[src/hdl/mrtu_pkg.sv]
// ----------------------------------------------------------------------------
// mrtu_pkg
// Shared types, constants and the crc helper for the modbus rtu register server
// ----------------------------------------------------------------------------
package mrtu_pkg;

  // input word operations
  localparam logic [1:0] OP_BYTE = 2'd0;
  localparam logic [1:0] OP_EOF  = 2'd1;
  localparam logic [1:0] OP_MEAS = 2'd2;

  // function codes
  localparam logic [7:0] FN_READ_HOLD  = 8'h03;
  localparam logic [7:0] FN_READ_INPUT = 8'h04;
  localparam logic [7:0] FN_WRITE_ONE  = 8'h06;

  // exception codes
  localparam logic [7:0] EXC_FUNCTION = 8'h01;
  localparam logic [7:0] EXC_ADDRESS  = 8'h02;
  localparam logic [7:0] EXC_VALUE    = 8'h03;

  localparam logic [7:0]  EXC_FLAG    = 8'h80;
  localparam logic [15:0] LOCK_KEY    = 16'h000A;
  localparam logic [15:0] CRC_INIT    = 16'hFFFF;
  localparam logic [15:0] CRC_POLY    = 16'hA001;
  localparam logic [8:0]  COUNT_MAX   = 9'd511;
  localparam logic [8:0]  FRAME_LEN   = 9'd8;
  localparam logic [8:0]  FRAME_MIN   = 9'd4;

  // register map
  localparam logic [15:0] REG_MEAS_LO = 16'd1;
  localparam logic [15:0] REG_MEAS_HI = 16'd11;
  localparam logic [15:0] REG_SET_LO  = 16'd14;
  localparam logic [15:0] REG_SET_HI  = 16'd29;
  localparam logic [15:0] REG_LOCK    = 16'd19;

  typedef struct packed {
    logic [1:0]  op;
    logic [7:0]  rx_byte;
    logic [3:0]  meas_index;
    logic [15:0] meas_value;
  } in_word_t;

  typedef struct packed {
    logic [7:0] tx_byte;
    logic       tx_last;
  } out_word_t;

  // one byte through the reflected modbus crc
  function automatic logic [15:0] crc_feed(input logic [15:0] crc, input logic [7:0] b);
    logic [15:0] c;
    c = crc ^ {8'h00, b};
    for (int k = 0; k < 8; k++) begin
      c = c[0] ? ((c >> 1) ^ CRC_POLY) : (c >> 1);
    end
    return c;
  endfunction

endpackage

[src/hdl/mrtu_ram.sv]
// ----------------------------------------------------------------------------
// mrtu_ram
// Generic single port ram with registered read data
// ----------------------------------------------------------------------------
module mrtu_ram #(
  parameter int Width = 16,
  parameter int Depth = 32
) (
  input  logic                     clk_i,
  input  logic                     we_i,
  input  logic                     re_i,
  input  logic [$clog2(Depth)-1:0] addr_i,
  input  logic [Width-1:0]         wdata_i,
  output logic [Width-1:0]         rdata_o
);

  logic [Width-1:0] mem_q [Depth];
  logic [Width-1:0] rdata_q;

  // write and registered read
  always_ff @(posedge clk_i) begin
    if (we_i) begin
      mem_q[addr_i] <= wdata_i;
    end
    if (re_i) begin
      rdata_q <= mem_q[addr_i];
    end
  end

  assign rdata_o = rdata_q;

endmodule

[src/hdl/modbus_rtu_slave_register_server.sv]
// ----------------------------------------------------------------------------
// modbus_rtu_slave_register_server
// Modbus rtu slave: frame capture, crc check, register read/write, responses
// ----------------------------------------------------------------------------
// channel | direction | handshake              | payload
// in      | input     | in_valid_i / in_stall_o | in_i (op, rx_byte, meas_*)
// out     | output    | out_valid_o / out_stall_i | out_o (tx_byte, tx_last)
// cfg     | input     | cfg_we_i                | cfg_wdata_i (station address)
//
// An end of frame is checked, then the response is sent byte by byte; each
// read register adds a register ram read (S_RREQ) before its two bytes.
// Input is stalled while a response is sent. Reset clears the register map
// through per entry valid bits.
// A stalled output holds the byte and pauses the response sequencer.
module modbus_rtu_slave_register_server #(
  parameter int MAX_READ_REGS = 32
) (
  input  logic                clk_i,
  input  logic                rst_ni,
  input  logic                in_valid_i,
  output logic                in_stall_o,
  input  mrtu_pkg::in_word_t  in_i,
  output logic                out_valid_o,
  input  logic                out_stall_i,
  output mrtu_pkg::out_word_t out_o,
  input  logic                cfg_we_i,
  input  logic [7:0]          cfg_wdata_i
);
  import mrtu_pkg::*;

  localparam int CntW = $clog2(MAX_READ_REGS + 1);

  localparam logic [2:0] S_IDLE = 3'd0;
  localparam logic [2:0] S_HDR  = 3'd1;
  localparam logic [2:0] S_RREQ = 3'd2;
  localparam logic [2:0] S_RHI  = 3'd3;
  localparam logic [2:0] S_RLO  = 3'd4;
  localparam logic [2:0] S_CRCL = 3'd5;
  localparam logic [2:0] S_CRCH = 3'd6;

  logic [2:0]  state_q, state_d;
  logic [7:0]  station_q;
  logic [7:0]  head_q [8];
  logic [8:0]  count_q;
  logic [15:0] crc_q;
  logic [15:0] last2_q;
  logic        lock_q;
  logic [31:0] valid_q;
  logic        echo_q, is_read_q, rd_lock_q, rd_valid_q;
  logic [7:0]  b1_q, b2_q;
  logic [2:0]  idx_q;
  logic [4:0]  rd_addr_q;
  logic [CntW-1:0] left_q;
  logic [15:0] txcrc_q;
  logic        out_valid_q;
  out_word_t   out_q;

  logic        accept, can_emit, emit, emit_data;
  logic [7:0]  emit_byte;
  logic        emit_last;
  logic        ram_we, ram_re;
  logic [4:0]  ram_addr;
  logic [15:0] ram_wdata, ram_rdata, rd_word;

  assign accept   = in_valid_i && !in_stall_o;
  assign in_stall_o = (state_q != S_IDLE);
  assign can_emit = !out_valid_q || !out_stall_i;

  // frame checks at end of frame
  logic [15:0] reg_a, val_v;
  logic [16:0] reg_end;
  logic        crc_ok, addr_ok, fn_known, len_ok, num_ok, run_ok;
  logic        wr_ok, wr_store;
  logic [15:0] wr_data;
  assign reg_a   = {head_q[2], head_q[3]};
  assign val_v   = {head_q[4], head_q[5]};
  assign reg_end = {1'b0, reg_a} + {1'b0, val_v} - 17'd1;
  assign crc_ok  = ({last2_q[7:0], last2_q[15:8]} == crc_q);
  assign addr_ok = (head_q[0] == station_q) || (head_q[0] == 8'h00);
  assign fn_known = (head_q[1] == FN_READ_HOLD) || (head_q[1] == FN_READ_INPUT) ||
                    (head_q[1] == FN_WRITE_ONE);
  assign len_ok  = (count_q == FRAME_LEN);
  assign num_ok  = (val_v != 16'd0) && (val_v <= 16'(MAX_READ_REGS));
  assign run_ok  = ((reg_a >= REG_MEAS_LO) && (reg_end <= {1'b0, REG_MEAS_HI})) ||
                   ((reg_a >= REG_SET_LO) && (reg_end <= {1'b0, REG_SET_HI}));

  // single register write value checks
  always_comb begin
    wr_ok    = 1'b0;
    wr_store = 1'b0;
    wr_data  = val_v;
    case (reg_a)
      16'd14: wr_ok = (val_v < 16'd2000);
      16'd15: begin
        wr_ok = 1'b1;
        if ((val_v < 16'd50) || (val_v > 16'd20000)) wr_data = 16'd0;
      end
      16'd16: wr_ok = (val_v <= 16'd5000);
      16'd17: wr_ok = (val_v >= 16'd150) && (val_v <= 16'd300);
      16'd18: wr_ok = (val_v <= 16'd1400);
      16'd19: wr_ok = 1'b1;
      16'd20, 16'd22, 16'd24, 16'd26, 16'd28:
        wr_ok = (val_v >= 16'd8000) && (val_v <= 16'd12000);
      16'd21, 16'd23, 16'd25, 16'd27, 16'd29:
        wr_ok = (val_v <= 16'd5000) || (val_v >= 16'd60536);
      default: wr_ok = 1'b0;
    endcase
    wr_store = wr_ok && (reg_a != REG_LOCK);
  end

  logic is_eof, is_write_ok;
  assign is_eof = accept && (in_i.op == OP_EOF);
  assign is_write_ok = (count_q >= FRAME_MIN) && crc_ok && addr_ok && fn_known &&
                       len_ok && (head_q[1] == FN_WRITE_ONE) && wr_ok;

  // register ram port
  always_comb begin
    ram_we    = 1'b0;
    ram_re    = (state_q == S_RREQ);
    ram_addr  = rd_addr_q;
    ram_wdata = wr_data;
    if (accept && (in_i.op == OP_MEAS) && (in_i.meas_index >= 4'd1) &&
        (in_i.meas_index <= 4'd11)) begin
      ram_we    = 1'b1;
      ram_addr  = {1'b0, in_i.meas_index};
      ram_wdata = in_i.meas_value;
    end else if (is_eof && is_write_ok && wr_store) begin
      ram_we   = 1'b1;
      ram_addr = reg_a[4:0];
    end
  end

  mrtu_ram #(.Width(16), .Depth(32)) u_regs (
    .clk_i   (clk_i),
    .we_i    (ram_we),
    .re_i    (ram_re),
    .addr_i  (ram_addr),
    .wdata_i (ram_wdata),
    .rdata_o (ram_rdata)
  );

  assign rd_word = rd_lock_q ? (lock_q ? LOCK_KEY : 16'h0000) :
                   (rd_valid_q ? ram_rdata : 16'h0000);

  // response byte selection
  always_comb begin
    emit_byte = 8'h00;
    emit_last = 1'b0;
    emit_data = 1'b0;
    case (state_q)
      S_HDR: begin
        emit_data = 1'b1;
        case (idx_q)
          3'd0: emit_byte = head_q[0];
          3'd1: emit_byte = echo_q ? head_q[1] : b1_q;
          3'd2: emit_byte = echo_q ? head_q[2] : b2_q;
          default: emit_byte = head_q[idx_q];
        endcase
        emit_last = echo_q && (idx_q == 3'd7);
      end
      S_RHI: begin emit_byte = rd_word[15:8]; emit_data = 1'b1; end
      S_RLO: begin emit_byte = rd_word[7:0];  emit_data = 1'b1; end
      S_CRCL: emit_byte = txcrc_q[7:0];
      S_CRCH: begin emit_byte = txcrc_q[15:8]; emit_last = 1'b1; end
      default: emit_byte = 8'h00;
    endcase
  end

  assign emit = can_emit && ((state_q == S_HDR) || (state_q == S_RHI) ||
                (state_q == S_RLO) || (state_q == S_CRCL) || (state_q == S_CRCH));

  // sequencer next state
  always_comb begin
    state_d = state_q;
    case (state_q)
      S_IDLE: begin
        if (is_eof && (count_q >= FRAME_MIN) && crc_ok && addr_ok &&
            (head_q[1] != 8'h00)) state_d = S_HDR;
      end
      S_HDR: begin
        if (emit) begin
          if (echo_q) begin
            if (idx_q == 3'd7) state_d = S_IDLE;
          end else if (idx_q == 3'd2) begin
            state_d = is_read_q ? S_RREQ : S_CRCL;
          end
        end
      end
      S_RREQ: state_d = S_RHI;
      S_RHI:  if (emit) state_d = S_RLO;
      S_RLO:  if (emit) state_d = (left_q == CntW'(1)) ? S_CRCL : S_RREQ;
      S_CRCL: if (emit) state_d = S_CRCH;
      S_CRCH: if (emit) state_d = S_IDLE;
      default: state_d = S_IDLE;
    endcase
  end

  // control registers
  always_ff @(posedge clk_i or negedge rst_ni) begin
    if (!rst_ni) begin
      state_q     <= S_IDLE;
      station_q   <= 8'd1;
      count_q     <= '0;
      crc_q       <= CRC_INIT;
      last2_q     <= '0;
      lock_q      <= 1'b0;
      valid_q     <= '0;
      out_valid_q <= 1'b0;
    end else begin
      state_q <= state_d;
      if (cfg_we_i) station_q <= cfg_wdata_i;
      if (accept && (in_i.op == OP_BYTE)) begin
        if (count_q >= 9'd2) crc_q <= crc_feed(crc_q, last2_q[15:8]);
        last2_q <= {last2_q[7:0], in_i.rx_byte};
        if (count_q != COUNT_MAX) count_q <= count_q + 9'd1;
      end else if (is_eof) begin
        count_q <= '0;
        crc_q   <= CRC_INIT;
        last2_q <= '0;
        if (is_write_ok && (reg_a == REG_LOCK)) lock_q <= (val_v == LOCK_KEY);
      end
      if (ram_we) valid_q[ram_addr] <= 1'b1;
      if (emit) out_valid_q <= 1'b1;
      else if (!out_stall_i) out_valid_q <= 1'b0;
    end
  end

  // payload registers
  always_ff @(posedge clk_i) begin
    if (accept && (in_i.op == OP_BYTE) && (count_q < FRAME_LEN)) begin
      head_q[count_q[2:0]] <= in_i.rx_byte;
    end
    if (state_q == S_IDLE) begin
      idx_q     <= '0;
      txcrc_q   <= CRC_INIT;
      rd_addr_q <= reg_a[4:0];
      left_q    <= val_v[CntW-1:0];
      b1_q      <= head_q[1];
      b2_q      <= {val_v[6:0], 1'b0};
      echo_q    <= 1'b0;
      is_read_q <= 1'b0;
      if (!fn_known) begin
        b1_q <= head_q[1] | EXC_FLAG;
        b2_q <= EXC_FUNCTION;
      end else if (!len_ok) begin
        b1_q <= head_q[1] | EXC_FLAG;
        b2_q <= EXC_VALUE;
      end else if (head_q[1] == FN_WRITE_ONE) begin
        if (wr_ok) begin
          echo_q <= 1'b1;
        end else begin
          b1_q <= head_q[1] | EXC_FLAG;
          b2_q <= EXC_ADDRESS;
        end
      end else if (!num_ok) begin
        b1_q <= head_q[1] | EXC_FLAG;
        b2_q <= EXC_VALUE;
      end else if (!run_ok) begin
        b1_q <= head_q[1] | EXC_FLAG;
        b2_q <= EXC_ADDRESS;
      end else begin
        is_read_q <= 1'b1;
      end
    end
    if (state_q == S_RREQ) begin
      rd_lock_q  <= ({11'd0, rd_addr_q} == REG_LOCK);
      rd_valid_q <= valid_q[rd_addr_q];
    end
    if (emit) begin
      if (state_q == S_HDR) idx_q <= idx_q + 3'd1;
      if (emit_data) txcrc_q <= crc_feed(txcrc_q, emit_byte);
      if (state_q == S_RLO) begin
        rd_addr_q <= rd_addr_q + 5'd1;
        left_q    <= left_q - CntW'(1);
      end
      out_q.tx_byte <= emit_byte;
      out_q.tx_last <= emit_last;
    end
  end

  assign out_valid_o = out_valid_q;
  assign out_o       = out_q;

endmodule

[config.mk]
export PLATFORM = sky130hd
export DESIGN_NAME = modbus_rtu_slave_register_server
export DESIGN_NICKNAME = d
export VERILOG_FILES = /design/src/hdl/mrtu_pkg.sv /design/src/hdl/mrtu_ram.sv /design/src/hdl/modbus_rtu_slave_register_server.sv
export SDC_FILE = /design/constraint.sdc
export NUM_CORES = 1
export LEC_CHECK = 0
export ABC_AREA = 1
export BUFFER_PORTS_ARGS = -buffer_cell sky130_fd_sc_hd__buf_2
export CAP_MARGIN = 20
export CORE_ASPECT_RATIO = 1.5
export CORE_UTILIZATION = 48
export DETAILED_ROUTE_END_ITERATION = 10
export GPL_TIMING_DRIVEN = 0
export HOLD_SLACK_MARGIN = 0.06
export PLACE_DENSITY = 0.66
export SLEW_MARGIN = 20
export SYNTH_ARGS = -nofsm -noshare
export SYNTH_HDL_FRONTEND = slang
export SYNTH_SLANG_ARGS = --single-unit
export TNS_END_PERCENT = 10
[constraint.sdc]
create_clock -name clk_i -period 3.6 [get_ports clk_i]
set_input_delay 0.54 -clock clk_i [delete_from_list [all_inputs] [get_ports clk_i]]
set_output_delay 0.54 -clock clk_i [all_outputs]
set_load 0.05 [all_outputs]
==> results of run 1 <==
-- stage by stage --
step	worst slack [ns]	area, um^2	hold slack, ns	setup TNS [ns]
final	-0.122	41600	0.142	-12.53
after global routing	-0.289	41600	0.133	-42.99
after CTS	-0.215	40500	0.118	-26.75
after detailed placement	-1.03	37500	0.418	-454.57
after global placement	-4.04	36400	0.435	-2377.67
after floorplan	0.0872	35000	0.244	0
-- final cells by class --
type / instances / area (um^2) / area share [%]
Buffer: 176 / 1100 / 2.64
Clock buffer: 95 / 1940 / 4.66
Clock inverter: 35 / 275 / 0.661
Inverter: 239 / 925 / 2.22
Multi-Input combinational cell: 2578 / 13000 / 31.1
Sequential cell: 737 / 21400 / 51.5
Tap cell: 915 / 1140 / 2.75
Timing Repair Buffer: 181 / 1860 / 4.46
-- critical path, stage by stage, from the launching register on --
cell and delay [ns]:
edfxtp_1 0.53, inv_1 0.18, nand4_1 0.17, inv_1 0.08, nand4_1 0.20, inv_1 0.25, nand2_1 0.12, nor2_4 0.24
nand4_1 0.18, nand3_4 0.11, buf_12 0.17, nand2_8 0.11, buf_12 0.16, buf_4 0.17, nand2_1 0.07, nand2_1 0.05
nand2_1 0.05, nand2_1 0.06, nand2_1 0.12, nand2_4 0.12, nor2_1 0.17, nand2_2 0.11
-- worst min path at each step --
| stage | from | end | slack, ns | depth (start not counted) |
|---|---|---|---|---|
| 6_report | cfg_wdata_i[0] | station_q[0] | 0.14 | 2 |
| 5_1_grt | cfg_wdata_i[0] | station_q[0] | 0.13 | 2 |
| 4_1_cts | cfg_wdata_i[0] | station_q[0] | 0.12 | 2 |
| 3_5_place_dp | rst_ni | station_q[4] | 0.42 | 1 |
| 3_3_place_gp | head_q[1][6] | b1_q[6] | 0.44 | 0 |
| 2_1_floorplan | rst_ni | count_q[0] | 0.24 | 0 |
-- registers in the layout, indices dropped and copies added, names as in the netlist, 3 cells and up --
name / flops
state_q: 3
head_q: 64
crc_q: 16
u_regs.rdata_o: 16
b2_q: 8
rd_addr_q: 5
txcrc_q: 16
left_q: 6
out_o: 9
idx_q: 3
valid_q: 32
last2_q: 16
station_q: 8
u_regs.mem_q: 512
count_q: 9
b1_q: 8
-- repair_timing --
item	CTS	global route
pin swaps	26	51
hold buffers	1	0
hold endpoints to repair	23	0
gates cloned	0	5
setup endpoints to repair	890	494
buffers inserted	28	37
gates resized for setup	128	240
-- layout by cell type, fill, tap and decap left out, drive strengths merged, types with 46 or more instances in the layout --
master,synthesis,final
a21oi,99,99
buf,111,286
clkbuf,66,165
conb,1,96
dfrtp,69,69
edfxtp,621,621
ha,46,46
inv,236,241
nand2,1394,1394
nand3,362,363
nor2,224,224
o21ai,129,129
-- cells by family after synthesis --
group | Yosys count | synth area share (%)
compound gates | 324 | 5.39
xor+xnor | 45 | 1.14
fa+ha+maj | 47 | 1.72
buf+inv | 416 | 4.96
flops | 737 | 61.8
mux | 10 | 0.321
other cells | 1 | 0.0108
simple gates | 2055 | 24.6
-- metal layers --
layer | wire length (um) | part of all wire (%) | vias to the layer above | GRT usage, %
met5 | 19 | 0.017 | - | 0
met4 | 9300 | 8.4 | 2 | 23.8
met3 | 7500 | 6.8 | 356 | 4.49
met2 | 55600 | 50 | 1162 | 52.2
met1 | 38200 | 35 | 13000 | 32.7
li1 | - | - | 12800 | -
-- where the power goes --
group / switching [uW] / internal, uW / leakage, uW / total, uW
combinational: 8860 / 3980 / 0.00963 / 12800
clock: 3270 / 4030 / 0.00107 / 7310
sequential: 450 / 10200 / 0.00696 / 10600
total: 12600 / 18200 / 0.0177 / 30800
==> metrics.yaml, run 1 <==
outcome:
  outcome: "finished, violations left"
  failed_checks: "setup timing"
clock_tree:
  cts_num_sinks: 737
  clock_tree.root_cell: "clkbuf_16"
  ctsLongestPathBuffers: 3
  worst_skew_pair.late_latency_ns: 0.64
  path_clk_slew_ns: 0.06
  cts_made_buffers: 72
  cts_tree: "done"
  cts-htree-levels: 3
power:
  finalPower_uw: 30800
  pwr_density_cell_nw_per_um2: 740
  power_leakage_uw: 0.0177
  worst_case_vdd_ir_drop_mv: 0.410
yosys:
  synth.top_cells.by_area: "edfxtp_1 (54%), nand2_1 (15%), nand3_1 (5.1%), dfrtp_1 (5.0%), inv_1 (2.3%)"
  synth_async_sr_flop_share_pct: 11.7
  post_synth_most_frequent_cells: "nand2_1 (1389), edfxtp_1 (621), nand3_1 (356)"
  ys_ff_latch: 737
  synth_enable_flop_cells: 621
  synth_largest_area_cell: "edfxtp_1"
  ys_dominant_reg_cell: "edfxtp_1"
  synthesized_instance_count: 3635
  most_common_cell_in_the_synthesized_netlist: "nand2_1"
  syn-cell-area_um2: 34600
  yosysSeqAreaShare_pct: 61.8
  synth_top_cell_area_share_pct: 53.8
  synth-warning-count: 0
  synth_cell_type_count: 60
  post_synth.cell_area_avg_um2: 9.53
route:
  route.final.wire_length_mm: 111
  firstDrtPassIters: 6
  drt-vias-per-instance: 5.51
  dr.first_iter.drc_count: 2759
  dr_total_vias: 27300
  antenna_left: 0
  post-route-drc-count: 0
  avgRoutedWirePerCell_um: 22.3
sta:
  final.setup_skew_ns: 0.0355
  finalCritPeriodShare_pct: 103
  grt_setup_unrepaired: "yes"
  max_freq_mhz: 269
  final-hold-violation-count: 0
  finalWorstPathRequiredPeriod_ns: 3.72
  final_max_slew_viol_count: 0
  worst-slew-pin-transition_ns: 1.10
  finalSetupViolCount: 254
  worst_slack_ns: -0.122
  worst_relative_slew_slack_pct: 26.0
finish:
  fillers: 5936
  antenna-diode-count: 0
  area_growth_syn_to_layout_pct: 20.2
  final_net_count: 4075
  finalCoreUtilization_pct: 58.4
  drive_gt1_share_pct: 16.8
  layout.cells.non_filler: 4956
setup_path:
  critical_path.startpoint: "head_q[1][7]"
  rr_worst_depth: 21
  worst-endpoint-required_ns: 3.97
  critical_path.endpoint_type: "flip-flop"
  path_max_fanout: 10
  worstSetupEndpoint: "u_regs.rdata_o[7]"
  critical_path.startpoint_type: "flip-flop"
  timing.setup.critical_path_class: "flip-flop to flip-flop"
  setup.reg_to_reg.worst_slack_ns: -0.12
  timing.rr.end: "u_regs.rdata_o[7]"
  rr_startpoint: "head_q[1][7]"
  arrival_ns: 4.09
global_routing:
  grt.total_usage_pct: 29.9
  first_global_vias: 26300
  largest_net_degree_at_the_start_of_global_routing: 64
  wire_length_of_the_first_global_routing_pass_mm: 161
  overflow: 0
  antenna_found_initial: 1
flow_run:
  max_cap_violations: 0
place:
  dp_hpwl_mm: 79.9
  dp_cells: 4756
  placement.io_buffers: 52
  gpl.final_weighted_congestion: 0.998
die:
  effective_utilization_at_floorplan_pct: 48.6
  fp.dieH_um: 331
  design.die.area_um2: 73300
  fp.coreArea_um2: 71300
  io-pin-count: 54
  die_x_um: 221
  row_count: 120
min_path:
  min_path_type: "primary input to flip-flop"
Power figures use the tool's default switching activity.
==> run 2: changes to the inputs <==
--- a/config.mk
+++ b/config.mk
@@ -14,6 +14,7 @@
 export GPL_TIMING_DRIVEN = 0
 export HOLD_SLACK_MARGIN = 0.06
 export PLACE_DENSITY = 0.66
+export SETUP_SLACK_MARGIN = 0.5
 export SLEW_MARGIN = 20
 export SYNTH_ARGS = -nofsm -noshare
 export SYNTH_HDL_FRONTEND = slang
==> metrics.yaml, run 2 (same netlist as run 1, synthesis figures left out) <==
setup_path:
  timing.rr.end: "u_regs.mem_q[7][5]"
  timing.critical_path.cells: "xnor2_2 -> ha_2 -> nand2_2 -> nor2_2 -> nand4_1 -> nor2_4 -> nand2_4 -> nor2_4 -> nand3_4 -> buf_12 -> nand2_2 -> o211ai_4 -> nand2_2 -> nand2_4 -> nor2_4 -> inv_4 -> buf_6 -> nor2_4 -> clkbuf_16"
  timing.setup.critical_path_class: "flip-flop to flip-flop"
  setup.reg_to_reg.worst_slack_ns: -0.22
  rr_startpoint: "crc_q[3]"
  critical_path.startpoint: "crc_q[3]"
  worst-endpoint-required_ns: 3.97
  rr_worst_depth: 19
  crit_buf_inv: 4
  arrival_ns: 4.18
  slowest_stage_cell_cp: "dfstp_2"
  worst_path_dominant_cell_family: "simple AND/OR/NAND/NOR gates"
  critical_path.startpoint_type: "flip-flop"
  path_max_fanout: 7
  critical_path.endpoint_type: "flip-flop"
  timing.critical_path.slowest_cell_delay_ns: 0.55
  cp_common_cell: "nor2_4"
route:
  dr_total_vias: 28400
  route.final.wire_length_mm: 120
  post-route-drc-count: 0
  drt-vias-per-instance: 5.61
  dr.first_iter.drc_count: 2800
  antenna_left: 0
  firstDrtPassIters: 7
  avgRoutedWirePerCell_um: 23.7
sta:
  final-hold-violation-count: 0
  final_max_slew_viol_count: 0
  grt_setup_unrepaired: "yes"
  worst_slack_ns: -0.215
  worst-slew-pin-transition_ns: 0.866
  final.setup_skew_ns: 0.0332
  worst_relative_slew_slack_pct: 41.8
  finalCritPeriodShare_pct: 106
  max_freq_mhz: 262
  final_hold_slack_ns: 0.120
  finalWorstPathRequiredPeriod_ns: 3.82
  finalSetupViolCount: 128
power:
  clkPwrFrac_pct: 23.9
  worst_case_vdd_ir_drop_mv: 0.393
  netSwitchingPower_uw: 13800
  intPower_uw: 20100
  sw_frac_of_total_pct: 40.7
  pwr_density_cell_nw_per_um2: 767
  power_leakage_uw: 0.0187
  power.sequential.fraction_pct: 31.6
  p_comb_share_pct: 44.5
  finalPower_uw: 33800
clock_tree:
  ctsLongestPathBuffers: 3
  cts_made_buffers: 75
  clock_tree.root_cell: "clkbuf_16"
  cts-htree-levels: 3
  path_clk_slew_ns: 0.06
  cts_num_sinks: 737
  cts_tree: "done"
  worst_skew_pair.late_latency_ns: 0.66
finish:
  layout.area.seq_um2: 21400
  layout_commonest_cell: "nand2_1"
  area_growth_syn_to_layout_pct: 27.3
  fillers: 5711
  regMostFlops: "u_regs.mem_q"
  layout_common_cells: "nand2_1 (1216), edfxtp_1 (621), nand3_1 (344)"
  final_net_count: 4176
  final_design_area_no_fill_um2: 44100
  multi_input_comb_area_um2: 13500
  drive_gt1_share_pct: 22.8
  layout.cells.non_filler: 5064
  largest_reg_flops: 512
die:
  fp.dieH_um: 331
  design.die.area_um2: 73300
  die_x_um: 221
  effective_utilization_at_floorplan_pct: 48.6
  fp.coreArea_um2: 71300
  io-pin-count: 54
  row_count: 120
place:
  dpl-instance-area_um2: 37400
  dp_cells: 4740
  dp_hpwl_mm: 80.2
  placement.io_buffers: 52
  gpl.final_weighted_congestion: 1.05
min_path:
  whs_path_depth: 2
  whs_endpoint: "station_q[7]"
  hold_path_startpoint: "cfg_wdata_i[7]"
  min_path_type: "primary input to flip-flop"
global_routing:
  grt.total_usage_pct: 31.5
  wire_length_of_the_first_global_routing_pass_mm: 167
  overflow: 0
  first_global_vias: 26700
  largest_net_degree_at_the_start_of_global_routing: 65
  antenna_found_initial: 0
outcome:
  outcome: "finished, violations left"
  failed_checks: "setup timing"
flow_run:
  max_cap_violations: 0
## run 2: cell types whose count changed in the layout (fill, tap and decap cells not counted), moves of 8 or more
cell | previous run | this run
buf_16 | 1 | 9
nand2_2 | 57 | 148
clkbuf_16 | 77 | 90
buf_2 | 101 | 85
clkinv_1 | 17 | 9
nor2_1 | 152 | 138
nand2_1 | 1316 | 1216
buf_6 | 37 | 50
buf_4 | 85 | 135
buf_8 | 27 | 36
buf_12 | 27 | 52
nor2_4 | 48 | 57
clkbuf_1 | 67 | 59
## run 2: worst max-delay path by stage
stage | to | slack [ns] | cells after the start
after floorplan | u_regs.mem_q[0][10] | 0.21 | 7
after global placement | u_regs.mem_q[11][7] | -4.33 | 8
after detailed placement | u_regs.mem_q[6][5] | -1.15 | 17
after CTS | b2_q[5] | 0.03 | 22
after global routing | u_regs.mem_q[7][14] | -0.29 | 20
final | u_regs.mem_q[7][5] | -0.22 | 19
## run 2: layout make-up
class                           count  share of cell area (%)
Timing Repair Buffer              279                    7.10
Inverter                          239                    2.18
Tap cell                          915                    2.60
Sequential cell                   737                    48.6
Antenna cell                        1                 0.00568
Clock inverter                     41                   0.987
Multi-Input combinational cell   2577                    30.7
Buffer                            177                    3.05
Clock buffer                       98                    4.76
## run 2: what timing repair did
action	CTS	global route
gates cloned	6	14
hold buffers	1	0
gates resized for setup	250	371
setup endpoints to repair	985	953
hold endpoints to repair	22	0
setup buffers	105	58
pin swaps	61	129
## run 2: metal layers
metal	wire length [um]	vias up	part of all wire, %	global-route usage [%]
met2	58800	1481	49	53.6
li1	-	13000	-	-
met1	40100	13400	33	34.1
met4	11400	0	9.5	26.6
met5	0	-	0	0
met3	9860	470	8.2	6.46
## run 2: power by group through the flow
stage	clock network, uW	registers, uW	logic [uW]
finish	8080	10700	15100
detailed placement	0	10800	11300
global placement	0	10800	11100
floorplan	0	10900	7290
global route	8450	10800	16100
CTS	8120	10600	12700
## run 2: per-stage QoR
| stage | setup TNS [ns] | util [%] | worst slack (ns) |
|---|---|---|---|
| after global placement | -2133.37 | 51.2 | -4.33 |
| after detailed placement | -468.19 | 52.4 | -1.15 |
| after global routing | -29.11 | 61.8 | -0.292 |
| final | -12.92 | 61.8 | -0.215 |
| after CTS | 0 | 59.0 | 0.0346 |
| after floorplan | 0 | - | 0.208 |
## run 2: worst register-to-register path, delay by kind of cell, from the launching register on
| family | cells | cell delay [ns] |
|---|---|---|
| xor gates and xnor gates | 1 | 0.15 |
| and+or+nand+nor | 12 | 1.88 |
| adders and majority gates | 1 | 0.23 |
| DFF | 1 | 0.55 |
| buffers and inverters | 4 | 0.62 |
| AOI/OAI and AO/OA | 1 | 0.12 |
